$ cat src/rtl/bole_pkg.sv
// Shared types and constants for the bounded ordered list engine.
package bole_pkg;

   localparam int KEY_W        = 32;
   localparam int COUNT_OUT_W  = 5;
   localparam int CAPACITY_DEF = 16;

   typedef enum logic [2:0] {
      OP_INS_FRONT  = 3'd0,
      OP_INS_BACK   = 3'd1,
      OP_INS_SORTED = 3'd2,
      OP_RM_FIRST   = 3'd3,
      OP_RM_LAST    = 3'd4,
      OP_RM_KEY     = 3'd5,
      OP_CONTAINS   = 3'd6,
      OP_CLEAR      = 3'd7
   } op_type;

   typedef struct packed {
      op_type                    operation;
      logic signed [KEY_W-1:0]   key_value;
   } req_type;

   typedef struct packed {
      logic                         ok;
      logic signed [KEY_W-1:0]      removed_value;
      logic [COUNT_OUT_W-1:0]       entry_count;
      logic                         is_empty;
   } rsp_type;

   // Broadcast from the top level to every cell in the row.
   typedef struct packed {
      op_type                    operation;
      logic signed [KEY_W-1:0]   key_value;
      logic                      ins_en;
      logic                      rem_en;
   } cell_ctl_type;

endpackage

$ cat src/rtl/bounded_ordered_list_engine.sv
// Latency: a result strobes on the cycle after its transaction is accepted.
// Throughput: one transaction per cycle while busy is low; the found flag ripples
// combinationally through the cell row, so the row length sets the critical path.
// Reset: synchronous, clears the entry count; busy is high during reset and
// in the cycle after it. The receiver cannot stall, so results never wait.
module bounded_ordered_list_engine
   import bole_pkg::*;
#(
   parameter int CAPACITY = CAPACITY_DEF
) (
   input  logic     clock,
   input  logic     reset,
   input  logic     start,
   output logic     busy,
   input  req_type  req_data,
   output logic     rsp_strobe,
   output rsp_type  rsp_data
);

   localparam int CNT_W = $clog2(CAPACITY+1);
   localparam logic [CNT_W-1:0] CNT_FULL = CNT_W'(CAPACITY);
   localparam logic [CNT_W-1:0] CNT_ONE  = CNT_W'(1);

   logic                    busy_ff;
   logic [CNT_W-1:0]        cnt_ff;
   logic [CNT_W-1:0]        cnt_in;
   logic                    rsp_strobe_ff;
   rsp_type                 rsp_ff;
   rsp_type                 rsp_in;
   logic                    accept;
   logic                    full;
   logic                    is_ins;
   logic                    is_rem;
   cell_ctl_type            ctl;

   logic                    found_chain [0:CAPACITY];
   logic signed [KEY_W-1:0] value_chain [0:CAPACITY];
   logic signed [KEY_W-1:0] entry_row   [0:CAPACITY-1];

   assign busy   = reset || busy_ff;
   assign accept = start && !busy;
   assign full   = (cnt_ff == CNT_FULL);

   assign is_ins = (req_data.operation == OP_INS_FRONT) ||
                   (req_data.operation == OP_INS_BACK)  ||
                   (req_data.operation == OP_INS_SORTED);
   assign is_rem = (req_data.operation == OP_RM_FIRST) ||
                   (req_data.operation == OP_RM_LAST)  ||
                   (req_data.operation == OP_RM_KEY);

   assign ctl.operation = req_data.operation;
   assign ctl.key_value = req_data.key_value;
   assign ctl.ins_en    = accept && is_ins && !full;
   assign ctl.rem_en    = accept && is_rem;

   assign found_chain[0] = 1'b0;
   assign value_chain[0] = '0;

   for (genvar i = 0; i < CAPACITY; i++) begin : g_cell
      logic signed [KEY_W-1:0] left_entry;
      logic signed [KEY_W-1:0] right_entry;

      if (i == 0) begin : g_head
         assign left_entry = req_data.key_value;
      end else begin : g_body
         assign left_entry = entry_row[i-1];
      end

      if (i == CAPACITY-1) begin : g_tail
         assign right_entry = entry_row[i];
      end else begin : g_inner
         assign right_entry = entry_row[i+1];
      end

      bole_cell #(
         .CAPACITY (CAPACITY),
         .INDEX    (i)
      ) u_cell (
         .clock       (clock),
         .ctl         (ctl),
         .count       (cnt_ff),
         .left_entry  (left_entry),
         .right_entry (right_entry),
         .found_in    (found_chain[i]),
         .value_in    (value_chain[i]),
         .found_out   (found_chain[i+1]),
         .value_out   (value_chain[i+1]),
         .entry_out   (entry_row[i])
      );
   end

   always_comb begin
      cnt_in = cnt_ff;
      rsp_in = '0;
      case (req_data.operation)
         OP_INS_FRONT,
         OP_INS_BACK,
         OP_INS_SORTED: begin
            rsp_in.ok = !full;
            if (!full) begin
               cnt_in = cnt_ff + CNT_ONE;
            end
         end
         OP_RM_FIRST,
         OP_RM_LAST,
         OP_RM_KEY: begin
            rsp_in.ok = found_chain[CAPACITY];
            if (found_chain[CAPACITY]) begin
               cnt_in               = cnt_ff - CNT_ONE;
               rsp_in.removed_value = value_chain[CAPACITY];
            end
         end
         OP_CONTAINS: begin
            rsp_in.ok = found_chain[CAPACITY];
         end
         default: begin
            rsp_in.ok = 1'b1;
            cnt_in    = '0;
         end
      endcase
      rsp_in.entry_count = COUNT_OUT_W'(cnt_in);
      rsp_in.is_empty    = (cnt_in == '0);
   end

   always_ff @(posedge clock) begin
      if (reset) begin
         busy_ff       <= 1'b1;
         cnt_ff        <= '0;
         rsp_strobe_ff <= 1'b0;
      end else begin
         busy_ff       <= 1'b0;
         rsp_strobe_ff <= accept;
         if (accept) begin
            cnt_ff <= cnt_in;
         end
      end
      if (accept) begin
         rsp_ff <= rsp_in;
      end
   end

   assign rsp_strobe = rsp_strobe_ff;
   assign rsp_data   = rsp_ff;

endmodule

$ cat src/rtl/bole_cell.sv
// One storage cell of the list row: holds one key and shifts with its neighbors.
module bole_cell
   import bole_pkg::*;
#(
   parameter int CAPACITY = CAPACITY_DEF,
   parameter int INDEX    = 0
) (
   input  logic                                clock,
   input  cell_ctl_type                        ctl,
   input  logic [$clog2(CAPACITY+1)-1:0]       count,
   input  logic signed [KEY_W-1:0]             left_entry,
   input  logic signed [KEY_W-1:0]             right_entry,
   input  logic                                found_in,
   input  logic signed [KEY_W-1:0]             value_in,
   output logic                                found_out,
   output logic signed [KEY_W-1:0]             value_out,
   output logic signed [KEY_W-1:0]             entry_out
);

   localparam int CNT_W = $clog2(CAPACITY+1);
   localparam logic [CNT_W-1:0] MY_POS  = CNT_W'(INDEX);
   localparam logic [CNT_W-1:0] NEXT_POS = CNT_W'(INDEX + 1);
   localparam logic IS_HEAD = (INDEX == 0);

   logic signed [KEY_W-1:0] entry_ff;
   logic signed [KEY_W-1:0] entry_in;
   logic                    valid;
   logic                    hit;
   logic                    first_hit;

   assign valid = MY_POS < count;

   always_comb begin
      case (ctl.operation)
         OP_INS_FRONT:  hit = IS_HEAD;
         OP_INS_BACK:   hit = (count == MY_POS);
         OP_INS_SORTED: hit = (valid && !(entry_ff < ctl.key_value)) || (count == MY_POS);
         OP_RM_FIRST:   hit = IS_HEAD && valid;
         OP_RM_LAST:    hit = (count == NEXT_POS);
         OP_RM_KEY,
         OP_CONTAINS:   hit = valid && (entry_ff == ctl.key_value);
         default:       hit = 1'b0;
      endcase
   end

   // The found flag and the value of the first matching cell ripple toward the tail.
   assign first_hit = hit && !found_in;
   assign found_out = found_in || hit;
   assign value_out = first_hit ? entry_ff : value_in;
   assign entry_out = entry_ff;

   always_comb begin
      entry_in = entry_ff;
      if (ctl.ins_en) begin
         if (found_in) begin
            entry_in = left_entry;
         end else if (hit) begin
            entry_in = ctl.key_value;
         end
      end else if (ctl.rem_en && found_out) begin
         entry_in = right_entry;
      end
   end

   always_ff @(posedge clock) begin
      entry_ff <= entry_in;
   end

endmodule

$ cat config.mk
export PLATFORM = sky130hd
export DESIGN_NAME = bounded_ordered_list_engine
export DESIGN_NICKNAME = d
export VERILOG_FILES = /design/src/rtl/bole_pkg.sv /design/src/rtl/bounded_ordered_list_engine.sv /design/src/rtl/bole_cell.sv
export SDC_FILE = /design/constraint.sdc
export NUM_CORES = 2
export LEC_CHECK = 0
export ABC_CLOCK_PERIOD_IN_PS = 9600
export CORE_AREA = 2 2 403 365
export DETAILED_ROUTE_END_ITERATION = 6
export DIE_AREA = 0 0 405 367
export DONT_BUFFER_PORTS = 1
export SLEW_MARGIN = 20
export SYNTH_ARGS = -nofsm -noshare
export SYNTH_HDL_FRONTEND = slang
export SYNTH_SLANG_ARGS = --single-unit
$ cat constraint.sdc
create_clock -name clock -period 9.6 [get_ports clock]
set_input_delay 1.92 -clock clock [delete_from_list [all_inputs] [get_ports clock]]
set_output_delay 1.92 -clock clock [all_outputs]
set_load 0.05 [all_outputs]
==> reports/summary.md <==
The flow ran to the end, but the final reports show violations. The final reports fail on design-rule violations. For this block, the initial DRC count from the detailed router was 6197. Of the post-synthesis cell area, the dominant cell type holds 38.4%. Synthesis instantiated 97 different standard cells from the library.

The library cell used most frequently in the layout, excluding fill and tap cells, is sky130_fd_sc_hd__nand2_1. The number of vias after detailed routing came out at 41588. In this run, synthesis produced a sequential element count of 558. The clock period could shrink to 7.99 ns.

The tools report the maximum clock insertion buffer count as 3. Setup violations remaining at the end of the flow were counted as 0. The width of the die came out at 405 um.

The via count of the first global-routing pass is 38332, and the sequential-to-total area share from yosys stat is 38.7%. In the routed design, unresolved DRC markers number 16. In the layout the commonest cells are sky130_fd_sc_hd__nand2_1, sky130_fd_sc_hd__o21ai_0, sky130_fd_sc_hd__edfxtp_1. The worst relative slew slack was 19.6%.

The tightest min-delay check is of the register to register type. The cell row count is 133, and the count of cells resized by post-cts repair is 0. The count of nets left with antenna violations once routing finished came out at 0. The die is 367 um tall. After clock tree synthesis, the clock-pin slew on the worst setup and hold paths is 0.06 ns. The cell accounting for the most synthesized area is sky130_fd_sc_hd__edfxtp_1. The number of antenna violations at the first check in global routing was 8. The kind of cell adding the most delay to the critical path is compound AO/OA/AOI/OAI gates.

Entering global routing, the biggest net connects 261 pins. In this run, post-CTS hold repair placed 0 buffers. For the CTS H-tree depth, the log shows 3. The critical path goes through inv_1, ha_1, nand3_1, nor4_1, nand4_1, o21ai_0, a211o_1, a211oi_1, nand3_2, buf_4, a211oi_2, a21oi_1, nand2_1, a221oi_1, a211o_1, a31oi_1. After legalization and detailed placement, the total HPWL measured 139000 um.

Of all nets on the critical path, the largest fanout is 68. The run gives 29.8% as the initial standard-cell utilization of the core. The synthesized area per cell is 8.69 um2. Setup slack after layout: 1.61 ns.

Summed over all failing endpoints, the final setup total negative slack is 0 ns. In the global route stage, met3 resource usage came out at 4.99%. The power per cell area is 162 mW/mm2, and the maximum achievable frequency is 125 MHz.

The most used flip-flop cell after synthesis was sky130_fd_sc_hd__edfxtp_1. The run gives 5396 as the final net count. The synthesized netlist occupies a cell area of 0.0431 mm2. The largest single stage delay on the critical path is 0.85 ns.

On the critical path, the stage with the largest delay is an instance of sky130_fd_sc_hd__nor4_1. The tools report the nature of the critical path endpoint as a register. TritonCTS built the clock tree.

The net count of the mapped netlist was 5517. Clock latency on the worst-skew pair, taken at its later pin, is 0.68 ns. The most crowded layer after global routing is met2. The logs give 7.78 mW for the total power draw and 1.37 ns for the worst-case setup slack after placement. The number of clock buffers added by TritonCTS is 71. Across the VDD grid, the largest voltage drop is 0.121 mV. The logs give 1.00 for the weighted congestion at the end of routability-driven global placement and 0 for the total count of max-transition violations in the final report.

The tools report the category of the worst setup path launch point as an input port. Fraction of final layout cells sized beyond drive strength 1: 6.23%. The number of setup buffers added after CTS was 0; the hold violation total from the final report was 0.

Compared with the post-synthesis result, the final layout area differs by 11.2%. For the leakage power summed over all cells, the log shows 18.8 nW. The logs give 34.7% for the met1 usage and 0 for the Yosys warning count.

The logs give 0.145 mm2 for the core footprint and 7 for the first-pass iteration count of the detailed router. The critical path class was input port to register. For this run, asynchronously set or reset flops after synthesis account for 0%.

The logs give 8.42 ns for the data arrival time at the worst-slack endpoint and 0 for the number of maximum-capacitance violations. The run gives 0.149 mm2 as the die area. Dividing the detail-routed via count by the number of cells gives 6.07. All-layer global routing usage: 24.7%. Global-route track usage on met2: 36.4%. The number of buffers and inverters on the critical path is 2. Among the stages of the critical path, the cell type that occurs most often is sky130_fd_sc_hd__a211o_1.

The top-level I/O count came out at 79. In the post-synthesis netlist, the biggest area contributors are sky130_fd_sc_hd__edfxtp_1, sky130_fd_sc_hd__ha_1, sky130_fd_sc_hd__nand2_1. Setup repair after global routing left no endpoint under its margin. Total congestion overflow: 0. Count of port buffers added during placement: 0. The required time of the worst setup path came out at 10.03 ns. The first-pass GRT wire length is 274000 um, and the number of synthesized flops with an enable pin is 551. The clock skew after layout was 0.0326 ns; the routed length per placed instance was 27.7 um.

For the wire length reported by the detailed router, the log shows 190000 um. At the pin with the least slew margin, the transition time is 1.20 ns. The final critical path takes up 83.2% of the cycle. The run gives 4962 as the post-synthesis cell count.

The master cell of the clock root buffer is sky130_fd_sc_hd__clkbuf_16. For the number of clock sinks, the log shows 558.
==> state kept, by name, summed over array words and instances (netlist names) <==
register	flops
cnt_ff	5
rsp_data	39
busy_ff	1
g_cell.u_cell.entry_out	512
rsp_strobe	1
==> per-stage QoR <==
| stage | instance area (um2) | instances | hold WS [ns] | utilization, % |
|---|---|---|---|---|
| CTS | 47900 | 6844 | 0.572 | 33.0 |
| finish | 48000 | 6852 | 0.578 | 33.1 |
| detailed placement | 45600 | 6720 | 0.559 | 31.5 |
| global placement | 45500 | 6714 | 0.546 | 31.4 |
| floorplan | 43100 | 4962 | 0.522 | - |
| global route | 48000 | 6849 | 0.620 | 33.1 |
==> Yosys cell counts (all sizes together), types with 18 or more instances <==
| master | count |
|---|---|
| nand2 | 830 |
| o21ai | 572 |
| edfxtp | 551 |
| ha | 517 |
| nor2 | 494 |
| a21oi | 481 |
| clkbuf | 268 |
| a31oi | 125 |
| nand3 | 108 |
| mux2i | 100 |
| inv | 97 |
| nand4 | 83 |
| nor3 | 56 |
| buf | 49 |
| a22oi | 45 |
| a21o | 43 |
| a221oi | 38 |
| a211oi | 35 |
| o22ai | 35 |
| o211ai | 32 |
| and3 | 31 |
| nor4 | 31 |
| and4 | 21 |
| o21a | 20 |
| nor2b | 18 |
==> metal layers <==
| layer | share of wire [%] | vias up |
|---|---|---|
| met4 | 4.7 | 4 |
| met5 | 0.012 | - |
| li1 | - | 18356 |
| met2 | 43 | 2690 |
| met3 | 11 | 420 |
| met1 | 41 | 20118 |
==> final cells by class <==
class	count	area (um2)
fill	14902	97000
clock inverter	39	413
sequential	558	16700
multi-input combinational	3989	25100
inverter	98	368
clock buffer	85	1850
antenna	3	7.51
tap	1957	2450
timing repair buffer	123	1090
==> power breakdown <==
group          leakage [nW]  switching [mW]  internal, mW
logic                  12.6            1.46         0.640
registers              5.06           0.135          2.79
clock network          1.11            1.19          1.57
total                  18.8            2.79          5.00
==> tightest hold or removal path, stage by stage (launching register included) <==
cell                       delay [ns]
sky130_fd_sc_hd__edfxtp_1        0.35
sky130_fd_sc_hd__nand2_1         0.05
sky130_fd_sc_hd__o21ai_0         0.06
==> path summary, 6_finish.rpt <==
path / start / cells past startpoint / slack [ns] / end
worst max register to register: cnt_ff[1]$_SDFFE_PP0P_ / 16 / 2.30 / rsp_data[31]$_SDFFCE_PN0P_
worst min register to register: g_cell[15].u_cell.entry_out[0]$_DFFE_PP_ / 2 / 0.58 / g_cell[14].u_cell.entry_out[0]$_DFFE_PP_
worst min-delay path: g_cell[15].u_cell.entry_out[0]$_DFFE_PP_ / 2 / 0.58 / g_cell[14].u_cell.entry_out[0]$_DFFE_PP_
worst max-delay path: req_data[28] / 16 / 1.61 / rsp_data[31]$_SDFFCE_PN0P_
==> kinds of logic (layout without fill, tap and decap cells) <==
logic type | after synthesis | in the layout | share of synthesized area [%]
and+or+nand+nor | 1754 | 1754 | 17.8
DFF | 558 | 558 | 38.7
xor gates and xnor gates | 4 | 4 | 0.0986
muxes | 104 | 104 | 2.42
buffers and inverters | 415 | 345 | 3.73
AOI/OAI and AO/OA | 1609 | 1609 | 22.3
other | 0 | 3 | 0
adders and majority gates | 518 | 518 | 15.0
Power figures use the tool's default switching activity.
